$ cat src/rtl/polled_frame_receiver_xor_check_defines.svh
// Assertion macros shared by the frame receiver RTL.
`ifndef POLLED_FRAME_RECEIVER_XOR_CHECK_DEFINES_SVH
`define POLLED_FRAME_RECEIVER_XOR_CHECK_DEFINES_SVH

// Antecedent implies consequent in the same cycle.
`define PFRX_ASSERT_IMPLY(name, clk, rst_n, ante, cons) \
	name: assert property (@(posedge clk) disable iff (!rst_n) (ante) |-> (cons)) \
		else $error("pfrx: implication check failed");

// Condition must never hold.
`define PFRX_ASSERT_NEVER(name, clk, rst_n, cond) \
	name: assert property (@(posedge clk) disable iff (!rst_n) !(cond)) \
		else $error("pfrx: forbidden condition seen");

`endif

$ cat src/rtl/pfrx_pkg.sv
// Types, codes and constants of the polled frame receiver.
`default_nettype none

package pfrx_pkg;

	localparam int LONG_FRAME_BYTES_DEF  = 76;
	localparam int SHORT_FRAME_BYTES_DEF = 22;

	// Four stores plus one receive buffer, rotated by a bank map.
	localparam int NUM_STORES = 4;
	localparam int NUM_BANKS  = 5;
	localparam int BANK_W     = 3;

	localparam logic [7:0] REQ_C0       = 8'hc0;
	localparam logic [7:0] REQ_48       = 8'h48;
	localparam logic [7:0] REQ_50       = 8'h50;
	localparam logic [7:0] E8_REQ_RESET = 8'd232;
	localparam logic [7:0] LEAD_E8      = 8'd5;
	localparam logic [7:0] LEAD_C0      = 8'd0;

	typedef enum logic [1:0] {
		STEP_C0 = 2'd0,
		STEP_E8 = 2'd1,
		STEP_48 = 2'd2,
		STEP_50 = 2'd3
	} step_t;

	typedef enum logic [1:0] {
		KIND_POLL = 2'd0,
		KIND_RX   = 2'd1,
		KIND_READ = 2'd2,
		KIND_NONE = 2'd3
	} kind_t;

	typedef enum logic [1:0] {
		EV_NONE     = 2'd0,
		EV_STORED   = 2'd1,
		EV_REJECTED = 2'd2
	} ev_t;

	typedef enum logic [1:0] {
		RD_ZERO  = 2'd0,
		RD_BYTE0 = 2'd1,
		RD_MEM   = 2'd2
	} rd_src_t;

	typedef struct packed {
		logic [1:0] kind;
		logic [7:0] rx_byte;
		logic       line_error;
		logic [1:0] frame_select;
		logic [6:0] byte_index;
	} req_t;

	typedef struct packed {
		logic       tx_valid;
		logic [7:0] tx_byte;
		logic [1:0] frame_event;
		logic [1:0] frame_which;
		logic [7:0] read_data;
	} rsp_t;

	// Result fields known at acceptance, plus how to finish the read.
	typedef struct packed {
		logic              tx_valid;
		logic [7:0]        tx_byte;
		logic [1:0]        frame_event;
		logic [1:0]        frame_which;
		rd_src_t           rd_src;
		logic [7:0]        rd_byte0;
		logic [BANK_W-1:0] rd_bank;
	} pre_t;

	typedef struct packed {
		logic              en;
		logic [BANK_W-1:0] bank;
		logic [7:0]        data;
	} wr_t;

endpackage

`default_nettype wire

$ cat src/rtl/pfrx_rsp.sv
// Result stage and output register of the frame receiver.
`default_nettype none

module pfrx_rsp
	import pfrx_pkg::*;
(
	input  wire logic       clk,
	input  wire logic       arst_n,
	input  wire logic       accept,
	output logic            take_ready,
	input  wire pre_t       pre,
	input  wire logic [7:0] bank_rdata [NUM_BANKS],
	output logic            rsp_valid,
	input  wire logic       rsp_ready,
	output rsp_t            rsp
);

	logic valid_s1;
	pre_t pre_s1;
	rsp_t rsp_q;
	rsp_t res;
	logic advance;

	assign advance    = valid_s1 && (!rsp_valid || rsp_ready);
	assign take_ready = !valid_s1 || advance;

	always_comb begin
		res.tx_valid    = pre_s1.tx_valid;
		res.tx_byte     = pre_s1.tx_byte;
		res.frame_event = pre_s1.frame_event;
		res.frame_which = pre_s1.frame_which;
		unique case (pre_s1.rd_src)
			RD_BYTE0: res.read_data = pre_s1.rd_byte0;
			RD_MEM:   res.read_data = bank_rdata[pre_s1.rd_bank];
			default:  res.read_data = 8'd0;
		endcase
	end

	always_ff @(posedge clk or negedge arst_n) begin
		if (!arst_n) begin
			valid_s1  <= 1'b0;
			rsp_valid <= 1'b0;
		end else begin
			if (accept) begin
				valid_s1 <= 1'b1;
			end else if (advance) begin
				valid_s1 <= 1'b0;
			end
			if (advance) begin
				rsp_valid <= 1'b1;
			end else if (rsp_ready) begin
				rsp_valid <= 1'b0;
			end
		end
	end

	always_ff @(posedge clk) begin
		if (accept) begin
			pre_s1 <= pre;
		end
		if (advance) begin
			rsp_q <= res;
		end
	end

	assign rsp = rsp_q;

endmodule

`default_nettype wire

$ cat config.mk
export PLATFORM = sky130hd
export DESIGN_NAME = pfrx_rsp
export DESIGN_NICKNAME = d
export VERILOG_FILES = /design/src/rtl/polled_frame_receiver_xor_check_defines.svh /design/src/rtl/pfrx_pkg.sv /design/src/rtl/pfrx_rsp.sv
export SDC_FILE = /design/constraint.sdc
export NUM_CORES = 1
export LEC_CHECK = 0
export ABC_AREA = 1
export BUFFER_PORTS_ARGS = -buffer_cell sky130_fd_sc_hd__buf_2
export CAP_MARGIN = 25
export CORE_UTILIZATION = 50
export CTS_CLUSTER_SIZE = 10
export DETAILED_ROUTE_END_ITERATION = 10
export PLACE_DENSITY_LB_ADDON = 0.15
export SYNTH_ARGS = -nofsm -noshare
export SYNTH_HDL_FRONTEND = slang
export SYNTH_SLANG_ARGS = --single-unit
$ cat constraint.sdc
create_clock -name clk -period 3.5 [get_ports clk]
set_input_delay 0.7 -clock clk [delete_from_list [all_inputs] [get_ports clk]]
set_output_delay 0.7 -clock clk [all_outputs]
set_load 0.01 [all_outputs]
==> impl_results.rst <==
.. list-table::
   :header-rows: 1

   * - Metric
     - Value
   * - Proportion of layout cells with a drive suffix above 1
     - between 40% and 50%
   * - Root Driver
     - sky130_fd_sc_hd__clkbuf_8
   * - Number of placement rows
     - 23
   * - Starting utilization of the core area
     - slightly above 50%
   * - Number of antenna violations at the first check in global routing
     - 0
   * - Count of antenna-violating nets left after detailed routing
     - 0
   * - Pin count of the biggest net entering global routing
     - 28
   * - Max-cap violation count
     - 0
   * - Slew @ Worst Pin
     - approximately 0.71 ns
   * - Clock network latency to the later pin of the worst-skew pair
     - 0.29 ns
   * - Crit. End Element
     - primary output
   * - Worst min-delay path class
     - in -> async
   * - Leak pwr
     - roughly 1.2 nW
   * - Placer congestion estimate
     - between 0.8 and 0.9
   * - CP Max Fanout
     - 3
   * - Cell count after synthesis
     - approximately 180
   * - Number of global-route vias before repair
     - ~1300
   * - Cell with the most instances on the worst path
     - sky130_fd_sc_hd__buf_2
   * - Post-layout net count
     - 342
   * - Total via count after detailed routing
     - around 1500
   * - Switching power of the nets
     - about 0.29 mW
   * - Final period demand of the worst path
     - between 1.5 and 2 ns
   * - Number of hold-repair buffers added at the cts stage
     - 0
   * - Final core area utilization
     - 66.0%
   * - FMAX
     - approximately 540 MHz
   * - Worst setup margin
     - 1.66 ns
   * - Worst vdd rail ir drop
     - 242 uV
   * - CTS sink cnt
     - 49
   * - Resize count post-CTS
     - 0
   * - Buffers inserted during post-CTS setup optimization
     - 0
   * - Post-synthesis area per instance
     - 11.7 sq um
   * - CTS H-tree depth
     - 2
   * - Net switching fraction of the power
     - 23.9%
   * - Wirelength per Cell
     - about 11 um
   * - Tcrit/Tclk final
     - approximately 53%
   * - Max Buffers Root-to-Sink
     - 2
   * - Met2 usage
     - roughly 30%
   * - Total Die Area
     - between 4000 and 5000 sq um
   * - Count of fill cells added during filler insertion
     - between 300 and 400
   * - Routing usage on met1
     - 21.4%
   * - Wire length of the first global-routing pass
     - approximately 5600 um
   * - Slowest library cell on the worst path
     - sky130_fd_sc_hd__buf_2
   * - Data required, critical path
     - about 2.8 ns
   * - Layout overhead on the synthesized area
     - 27.2%
   * - CTS Buf Count
     - 5
   * - Part of the power in combinational logic
     - a little over an eighth
   * - Global-route met3 utilization
     - approximately 5.3%
   * - Total wirelength of the detailed-routed design
     - between 3000 and 4000 um
   * - Placed insts
     - between 300 and 400
   * - Post-synthesis sequential element count
     - 49
   * - Die width
     - 66.4 um
   * - Critical path startpoint category
     - primary input
   * - Drt pass-1 iters
     - 4
   * - Worst setup path category
     - in -> out
   * - Clock Power Share
     - around a quarter
   * - Final setup skew
     - 0.00464 ns
   * - Total global routing overflow
     - 0
   * - Count of cell types in the netlist
     - 14
   * - Setup Slack @ Placement
     - 1.65 ns
   * - Half-perimeter wire length of the detailed placement result
     - 2790 um
   * - Final instance count without filler cells
     - between 300 and 400
   * - Power density of the placed cells
     - 455 nW/um^2
   * - Total count of hold-check failures in the final report
     - 0
   * - Top-level I/O count
     - 93
   * - Core outline area
     - approximately 4000 sq um
   * - Post-Place Cell Area
     - 2550 sq um
   * - Die boundary height
     - 66.4 um
   * - Register clock-pin slew on the reported worst setup and hold paths
     - roughly 0.080 ns
   * - Syn_nets
     - ~250
   * - Number of buffers added on ports
     - 92
   * - Design internal power
     - about 0.9 mW
   * - Setup repair after global routing missed its margin
     - false
   * - GRT Max-Usage Layer
     - met2
   * - CP Data Arrival Time
     - 1.14 ns
   * - DR DRC count
     - 0
   * - All-layer global routing usage
     - between 15 and 20%
   * - Final Cell Area
     - ~2600 sq um
   * - Cell chain of the critical path
     - buf_2 -> inv_1 -> nand3_1 -> buf_2
   * - Seq pwr share
     - between 60% and 70%
   * - Summed negative setup slack over all endpoints
     - 0 ns
   * - Delay of the slowest critical-path stage
     - 0.15 ns
   * - Area of all sequential standard cells
     - 1460 sq um
   * - Via density per instance
     - ~4.6
   * - Area of the multi-input gates
     - 522 sq um
   * - Power after layout
     - 1.20 mW
   * - Yosys warning total
     - 0
   * - Summed instance area of the synthesized netlist
     - about 2100 sq um
   * - CTS tree
     - done
   * - Result of the run
     - finished clean
   * - Iteration-0 DRC count of the detailed router
     - between 60 and 70
   * - Max-slew headroom
     - a little over half
   * - Max Transition Viols Final
     - 0
   * - Worst hold slack
     - 0.173 ns
   * - Number of endpoints failing setup at the final stage
     - 0
   * - Antenna cell count
     - 0
   * - Sequential fraction of the synthesis area
     - 70.4%
-- power groups by stage --
stage / clock network [mW] / logic [mW] / registers, mW
after detailed placement: 0 / 0.166 / 0.735
after floorplan: 0 / 0.0875 / 0.737
after global routing: 0.346 / 0.186 / 0.727
after global placement: 0 / 0.164 / 0.733
after CTS: 0.326 / 0.167 / 0.722
final: 0.315 / 0.164 / 0.721
-- layout by cell type (no fill, tap or decap), drive strengths merged --
cell type and instances:
ha 2, nand2 75, clkbuf 6, edfxtp 47, inv 10, dfrtp 2
a21oi 17, buf 93, nand3 17, nor2 1, clkinv 1
-- area by class of cell --
cell class                      count  area share [%]
Sequential cell                    49            55.4
Multi-Input combinational cell    112            19.8
Timing Repair Buffer               93            17.7
Clock buffer                        6            2.75
Tap cell                           50            2.37
Inverter                            9            1.47
Clock inverter                      2           0.522
-- flip-flops by register name (all words and copies together) (netlist names) --
signal,cells
pre_s1,26
rsp,21
rsp_valid,1
valid_s1,1
-- logic make-up (layout without fill, tap and decap cells) --
family,count (synthesis),count (layout),share of synthesized area [%]
AO/OA/AOI/OAI,17,17,5.55
adder cells (fa/ha/maj),2,2,1.21
buffers and inverters,16,110,4.58
flip-flops,49,49,70.4
AND/OR/NAND/NOR,93,93,18.2
-- worst max-delay path: cells and delay by family --
family,cells,cell delay [ns]
buffers and inverters,3,0.34
and+or+nand+nor,1,0.09
-- final timing paths --
path / from / to / slack, ns / cells past startpoint
min: arst_n / rsp_valid$_DFFE_PN0P_ / 0.17 / 1
max in group asynchronous: arst_n / valid_s1$_DFFE_PN0P_ / 3.23 / 1
max reg2reg: pre_s1[0]$_DFFE_PP_ / rsp[7]$_DFFE_PP_ / 1.85 / 7
min reg2reg: pre_s1[23]$_DFFE_PP_ / rsp[18]$_DFFE_PP_ / 0.42 / 0
max: rsp_ready / take_ready / 1.66 / 4
min in group clk: pre_s1[23]$_DFFE_PP_ / rsp[18]$_DFFE_PP_ / 0.42 / 0
-- Yosys cell counts --
cell,n,share of area [%]
sky130_fd_sc_hd__inv_1,7,1.3
sky130_fd_sc_hd__inv_6,1,0.42
sky130_fd_sc_hd__ha_1,2,1.2
sky130_fd_sc_hd__buf_6,4,2.2
sky130_fd_sc_hd__nand2_1,75,14
sky130_fd_sc_hd__nand3_1,17,4.1
sky130_fd_sc_hd__clkbuf_1,1,0.18
sky130_fd_sc_hd__inv_2,1,0.18
sky130_fd_sc_hd__a21oi_1,9,2.2
sky130_fd_sc_hd__nor2_4,1,0.54
sky130_fd_sc_hd__dfrtp_1,2,2.4
sky130_fd_sc_hd__buf_1,2,0.36
sky130_fd_sc_hd__edfxtp_1,47,68
sky130_fd_sc_hd__a21oi_2,8,3.4
-- metal layers --
| layer | wire [um] | up-vias |
|---|---|---|
| met4 | 88 | 0 |
| li1 | - | 786 |
| met5 | 0 | - |
| met1 | 1540 | 637 |
| met3 | 214 | 10 |
| met2 | 1800 | 55 |
Note: power is estimated with default switching activity, not from simulation.
