File: config.mk
export PLATFORM = sky130hd
export DESIGN_NAME = pfrx_ram
export DESIGN_NICKNAME = d
export VERILOG_FILES = /design/src/rtl/polled_frame_receiver_xor_check_defines.svh /design/src/rtl/pfrx_ram.sv
export SDC_FILE = /design/constraint.sdc
export NUM_CORES = 1
export LEC_CHECK = 0
export BUFFER_PORTS_ARGS = -buffer_cell sky130_fd_sc_hd__buf_2
export CAP_MARGIN = 10
export CELL_PAD_IN_SITES_DETAIL_PLACEMENT = 0
export CELL_PAD_IN_SITES_GLOBAL_PLACEMENT = 2
export CORE_MARGIN = 2
export CORE_UTILIZATION = 40
export DETAILED_ROUTE_END_ITERATION = 6
export HOLD_SLACK_MARGIN = 0.02
export PLACE_DENSITY_LB_ADDON = 0.3
export SLEW_MARGIN = 20
export SYNTH_ARGS = -nofsm -noshare
export SYNTH_HDL_FRONTEND = slang
export SYNTH_SLANG_ARGS = --single-unit
export TNS_END_PERCENT = 1
File: constraint.sdc
create_clock -name clk -period 3.3 [get_ports clk]
set_clock_uncertainty 0.2 [all_clocks]
set_input_delay 0.495 -clock clk [delete_from_list [all_inputs] [get_ports clk]]
set_output_delay 0.495 -clock clk [all_outputs]
set_load 0.03 [all_outputs]
File: src/rtl/polled_frame_receiver_xor_check_defines.svh
// Assertion macros shared by the frame receiver RTL.
`ifndef POLLED_FRAME_RECEIVER_XOR_CHECK_DEFINES_SVH
`define POLLED_FRAME_RECEIVER_XOR_CHECK_DEFINES_SVH

// Antecedent implies consequent in the same cycle.
`define PFRX_ASSERT_IMPLY(name, clk, rst_n, ante, cons) \
	name: assert property (@(posedge clk) disable iff (!rst_n) (ante) |-> (cons)) \
		else $error("pfrx: implication check failed");

// Condition must never hold.
`define PFRX_ASSERT_NEVER(name, clk, rst_n, cond) \
	name: assert property (@(posedge clk) disable iff (!rst_n) !(cond)) \
		else $error("pfrx: forbidden condition seen");

`endif

File: src/rtl/pfrx_ram.sv
// Generic single-write, single-read RAM with registered read data.
`default_nettype none

module pfrx_ram #(
	parameter int WIDTH = 8,
	parameter int DEPTH = 76
) (
	input  wire logic                     clk,
	input  wire logic                     we,
	input  wire logic [$clog2(DEPTH)-1:0] waddr,
	input  wire logic [WIDTH-1:0]         wdata,
	input  wire logic                     re,
	input  wire logic [$clog2(DEPTH)-1:0] raddr,
	output logic      [WIDTH-1:0]         rdata
);

	logic [WIDTH-1:0] mem [DEPTH];

	always_ff @(posedge clk) begin
		if (we) begin
			mem[waddr] <= wdata;
		end
		if (re) begin
			rdata <= mem[raddr];
		end
	end

endmodule

`default_nettype wire

==> results of run 1 <==
## through the flow
step                      setup WS, ps  total power, mW  instances  util (%)
after floorplan                    598             9.29       1111         -
after global placement             187             9.70       1997      44.0
after detailed placement           142             9.71       1997      44.0
after CTS                          792             16.2       2108      47.1
after global routing               706             16.5       2108      47.1
final                              817             16.0       2108      47.1
## how the worst min path moves through the flow
stage	end	slack (ps)	from
2_1_floorplan	mem[0][0]	390	wdata[0]
3_3_place_gp	mem[35][0]	690	wdata[0]
3_5_place_dp	mem[39][0]	700	wdata[0]
4_1_cts	mem[33][0]	40	wdata[0]
5_1_grt	mem[35][0]	40	wdata[0]
6_report	mem[52][0]	70	wdata[0]
## synthesized netlist by cell type (all sizes together), types with 4 or more instances
library cell	number
mux2i	38
nor3	4
o21ai	16
nor2b	13
edfxtp	616
nand4	8
clkbuf	25
nand3	16
o211ai	8
a22oi	4
a31oi	5
buf	32
nor2	89
mux4	156
a32oi	4
nand2b	9
nand2	36
mux2	13
a211oi	4
## flip-flops by register name, summed over array words and instances, names as in the netlist
signal and flops:
mem 608, rdata 8
## layout make-up
type                    count  area share, %
well taps                 773           3.46
flip-flops and latches    616           66.3
inverters                   2         0.0269
clock buffers              73           5.63
multi-input cells         436           18.6
repair buffers            170           5.02
clock inverters            38           1.02
## kinds of logic (layout without fill, tap and decap cells)
group	count (synthesis)	in the layout	synth area share [%]
mux	207	207	16.9
compound gates	51	51	1.42
flops	616	616	77.0
buf+inv	59	283	1.39
simple gates	178	178	3.27
## routing by layer
metal / global-route usage [%] / vias up / part of all wire, %
met5: 0 / - / 0.0035
met4: 3.98 / 2 / 1.9
met3: 2.83 / 76 / 4.7
met2: 30.8 / 325 / 49
met1: 26.2 / 6100 / 44
li1: - / 4990 / -
## placed cells by master, fill, tap and decap left out, drive strengths merged
| cell type | instances |
|---|---|
| edfxtp | 616 |
| buf | 170 |
| mux4 | 156 |
| nor2 | 89 |
| clkbuf | 73 |
| mux2i | 38 |
| nand2 | 36 |
| clkinv | 32 |
| nand3 | 16 |
| o21ai | 16 |
| nor2b | 13 |
| mux2 | 13 |
| nand2b | 9 |
| o211ai | 8 |
| nand4 | 8 |
| a31oi | 5 |
| a211oi | 4 |
| a32oi | 4 |
| nor3 | 4 |
| a22oi | 4 |
| bufinv | 4 |
| inv | 2 |
| a2111oi | 2 |
| o22ai | 2 |
| a21oi | 2 |
| and4b | 2 |
| o2111ai | 2 |
| o311ai | 2 |
| clkinvlp | 2 |
| nand4b | 1 |
## power by group through the flow
stage          sequential [mW]  combinational, mW  clock, mW
4_1_cts                   8.67              0.876       6.65
5_1_grt                   8.67              0.916       6.93
3_5_place_dp              8.83              0.874          0
3_3_place_gp              8.83              0.864          0
2_1_floorplan             8.84              0.442          0
6_report                  8.67              0.857       6.50
## critical path, stage by stage
cell and delay, ps:
buf_8 170, buf_12 200, buf_12 210, buf_4 210, mux4_2 510, mux2i_1 150, o21ai_0 160, a32oi_1 330
o21ai_1 130
==> qor.csv, run 1 <==
stage;metric;value;unit
critical_path;startpoint types;input pin;
critical_path;critical path class;input pin to flip-flop;
worst_hold_path;worst hold path class;input pin to flip-flop;
floorplanning;row cnt;89;
pwr;IR drop worst, VDD;0.647;mV
place;gpl congestion;0.762;
sta;Relative slew margins;36.1;%
final_layout;share of cells above drive strength 1;31.4;%
pwr;combinational fraction of design power;5.3;%
global_route;vias in the first global route;11800;
clocking;# resized after CTS;0;
pwr;Sw Ratio;20.9;%
critical_path;crit end category;flip-flop;
synth;EDFF count, synth;616;
final_layout;area occupied by multi-input gates;0.00519;mm²
final_layout;final net count;1311;
sta;Fin Hold WS;69.6;ps
global_route;first-pass GRT wire length;83100;µm
floorplanning;Die W;249;µm
pwr;leak pwr;8.95;nW
critical_path;r2r endpoint;rdata[1];
pwr;Internal Power;12.7;mW
clocking;Clk Latency, worst-skew pair;610;ps
floorplanning;Core ar.;0.0592;mm²
critical_path;CP arrival;2620;ps
synth;Synth cell types;32;
synth;syn nets;1136;
drt;1st-pass router iterations;5;
final_layout;P&R area growth vs syn;16.2;%
global_route;GR Overflow Total;0;
pwr;Clk pwr share;40.6;%
floorplanning;Initial Util;40.5;%
sta;Max Fclk;0.403;GHz
sta;crit path time final;2480;ps
worst_hold_path;Hold Crit Depth;1;
critical_path;critical path required time;3440;ps
critical_path;worst setup path endpoint;rdata[5];
synth;#FFs+latches synth;616;
place;PortBufs;32;
synth;biggest area consumer among synthesized cells;edfxtp_1;
floorplanning;Ports;33;
drt;vias;11500;
drt;antenna viol nets, final;0;
critical_path;worst r2r src;mem[21][1];
synth;Mapped Area;0.0240;mm²
critical_path;worst-path fanout max;19;
run_status;status;finished, final reports clean;
synth;Synthesis Warnings;0;
floorplanning;Die Height;249;µm
synth;synth top area cells;edfxtp_1, mux4_2, mux2i_1;
synth;ys async rst share;0;%
final_layout;register area;0.0185;mm²
sta;final hold violations;0;
drt;Via density;5.45;
clocking;Clock Pin Slew Worst Setup and Hold Paths;60;ps
synth;ys flop type;edfxtp_1;
drt;DRC viols;0;
critical_path;crit path from;raddr[0];
job;# Max-Cap Violations;0;
synth;area share of the largest cell type after synthesis;77.0;%
global_route;global-route usage over all layers;18.6;%
clocking;Clock Root Buffer;clkbuf_16;
critical_path;R2R Setup Slk;820;ps
sta;RSZ-0062 raised after global routing;no;
clocking;Post-CTS Setup Inserts;0;
clocking;H-tree Lvls;2;
place;Cell Area, Placed;0.0261;mm²
sta;slew at the pin closest to its max-slew limit;959;ps
drt;Initial DRC Count;1074;
critical_path;R2R depth;5;
clocking;Sink Count;616;
sta;Setup TNS;0;ps
pwr;Seq pwr share;54.1;%
sta;final setup vio count;0;
final_layout;ant diodes;0;
synth;Seq/Total Area, Yosys;77.0;%
place;Post-DP HPWL;36700;µm
synth;Post-Synthesis Cells;1111;
clocking;number of clock buffers inserted by TritonCTS;60;
clocking;Hold-fix buffers, CTS;0;
clocking;clock buffer depth;3;
drt;Routed WL;56900;µm
global_route;initial antenna violation count;2;
global_route;largest net degree at the start of global routing;49;
pwr;Power Density;574;mW/mm²
sta;Final Max Slew Viols;0;
drt;DR WL/cell;27.0;µm
floorplanning;DIE AREA;0.0620;mm²
final_layout;final instance area;0.0279;mm²
clocking;TritonCTS clock tree;built;
synth;Post-Syn Area per Cell;21.6;µm²
sta;period utilization;75.2;%
pwr;P_sw;3.35;mW
final_layout;total of fill cells in the finished design;4985;
(Power assumes the default switching activity.)
==> run 2: changes to the inputs <==
Clock period 3.3 ns to 2.4 ns, I/O delays scaled along.
==> run 2 against run 1 <==
Via count grew 2.3%. Sequential share of layout area is 1.6 points lower. Utilization increased by 1.2 points. Final cell count increased by 2.0%. Wire length hardly changed. Global-route usage hardly changed. Count of clock-buffer cells in the layout up 17. Sequential power up 37%. Die area is the same. The run now ends with negative setup slack left. Critical path depth shrank 3. Largest cell class unchanged.
==> qor.csv, run 2 (same netlist as run 1, synthesis figures left out) <==
stage;metric;value;unit
pwr;Power Density;803;mW/mm²
drt;Via density;5.46;
final_layout;max FFs per register;608;
critical_path;critical path class;flip-flop to flip-flop;
drt;vias;11800;
worst_hold_path;Hold EP;mem[27][0];
sta;Fin Hold WS;80.0;ps
global_route;global-route usage over all layers;18.6;%
final_layout;final net count;1356;
critical_path;Top cell by count, worst path;mux4_2;
global_route;met2 global-route usage;29.6;%
global_route;first-pass GRT wire length;83300;µm
place;Post-DP HPWL;35900;µm
run_status;status;finished with violations;
worst_hold_path;worst hold path class;input pin to flip-flop;
critical_path;Critical Path Max Stage Delay;510;ps
sta;slew at the pin closest to its max-slew limit;856;ps
global_route;vias in the first global route;12100;
place;PortBufs;32;
clocking;clock buffer depth;3;
floorplanning;Die Height;249;µm
final_layout;most common cell after layout, fill and taps aside;edfxtp_1;
critical_path;worst path cell trace;mux4_2 > mux4_2 > nand2b_4 > a32oi_1 > buf_4 > o21ai_1;
floorplanning;DIE AREA;0.0620;mm²
drt;Initial DRC Count;1248;
worst_hold_path;Hold Crit Depth;2;
final_layout;P&R area growth vs syn;19.1;%
floorplanning;Ports;33;
clocking;number of clock buffers inserted by TritonCTS;66;
clocking;Clk Latency, worst-skew pair;590;ps
sta;RSZ-0062 raised after global routing;yes;
pwr;total power;23.0;mW
global_route;initial antenna violation count;1;
global_route;largest net degree at the start of global routing;77;
critical_path;critical path required time;2540;ps
sta;Setup TNS;-14.5;ps
place;gpl congestion;0.792;
critical_path;crit end category;flip-flop;
run_status;violated checks;negative setup slack;
final_layout;Largest regs;mem x608, rdata x8;
pwr;leak pwr;9.30;nW
pwr;IR drop worst, VDD;0.593;mV
final_layout;ant diodes;0;
final_layout;most frequent cells in the layout;edfxtp_1, mux4_2, buf_4;
sta;Final Max Slew Viols;0;
clocking;Sink Count;616;
critical_path;r2r endpoint;rdata[0];
sta;period utilization;100;%
critical_path;Critical Path Slowest Stage Cell;mux4_2;
global_route;met3 Use GR;3.51;%
final_layout;Biggest register;mem;
job;# Max-Cap Violations;0;
sta;crit path time final;2410;ps
global_route;GR peak layer;met2;
clocking;TritonCTS clock tree;built;
sta;final hold violations;0;
critical_path;R2R depth;6;
worst_hold_path;Hold Crit Start;wdata[0];
floorplanning;Core ar.;0.0592;mm²
sta;final setup vio count;2;
sta;Relative slew margins;42.9;%
global_route;GR Overflow Total;0;
floorplanning;Initial Util;40.5;%
global_route;routing usage on met1;26.5;%
floorplanning;Die W;249;µm
drt;1st-pass router iterations;5;
critical_path;R2R Setup Slk;-9;ps
drt;antenna viol nets, final;0;
critical_path;worst-path fanout max;1;
critical_path;worst r2r src;mem[23][0];
clocking;Clock Pin Slew Worst Setup and Hold Paths;60;ps
clocking;H-tree Lvls;3;
drt;Routed WL;56900;µm
clocking;Clock Root Buffer;clkbuf_16;
floorplanning;row cnt;89;
critical_path;startpoint types;flip-flop;
critical_path;CP arrival;2550;ps
final_layout;share of cells above drive strength 1;34.2;%
sta;Final WS setup;-8.65;ps
drt;DRC viols;0;
sta;Max Fclk;0.415;GHz
clocking;Post-CTS Setup Inserts;0;
drt;DR WL/cell;26.4;µm
place;Place WS;-715;ps
-- run 2: cell types whose count changed in the layout (fill, tap and decap cells not counted), sizes merged --
| cell | before | now |
|---|---|---|
| clkbuf | 73 | 90 |
| inv | 2 | 3 |
| buf | 170 | 208 |
| clkinv | 32 | 18 |
| dlygate4sd3 | 0 | 1 |
-- run 2: per-stage QoR --
step	area [µm²]	utilization (%)	std cells
after floorplan	24000	-	1111
after global placement	26500	44.7	2035
after detailed placement	26500	44.7	2035
after CTS	28600	48.3	2151
after global routing	28600	48.3	2151
final	28600	48.3	2151
-- run 2: timing repair --
action	4_1_cts	5_1_grt
hold buffers	1	0
pin swaps	3	3
setup endpoints to repair	5	5
endpoints found under the hold margin	8	0
gates resized for setup	10	4
-- run 2: final cells by class --
type,instances,area [µm²]
Timing Repair Buffer,209,1820
Sequential cell,616,18500
Inverter,2,7.51
Clock buffer,90,1850
Multi-Input combinational cell,436,5240
Fill cell,4877,30600
Clock inverter,25,221
Tap cell,773,967
-- run 2: worst max-delay path: cells and delay by family, from the launching register on --
family | cells | cell delay (ps)
simple gates | 1 | 170
mux | 2 | 1020
flops | 1 | 360
buf+inv | 1 | 150
compound gates | 2 | 270
-- run 2: report_power, final --
group	leakage [nW]	switching (mW)	internal [mW]
combinational	2.75	0.734	0.537
clock	1.01	3.97	5.81
sequential	5.55	0.0195	11.9
total	9.30	4.72	18.2
-- run 2: metal layers --
layer  share of wire [%]  routed length, µm  vias up
met5               0.023                 13        -
met4                 2.2               1250        2
met3                 5.1               2900       77
met2                  48              27500      319
met1                  44              25200     6284
li1                    -                  -     5072
-- run 2: worst max-delay path by stage --
stage / from / to / slack [ps]
2_1_floorplan: raddr[0] / rdata[7] / -40
3_5_place_dp: raddr[0] / rdata[5] / -710
6_report: mem[23][0] / rdata[0] / -9
4_1_cts: mem[26][0] / rdata[0] / -10
5_1_grt: mem[30][3] / rdata[3] / -80
3_3_place_gp: raddr[0] / rdata[5] / -670
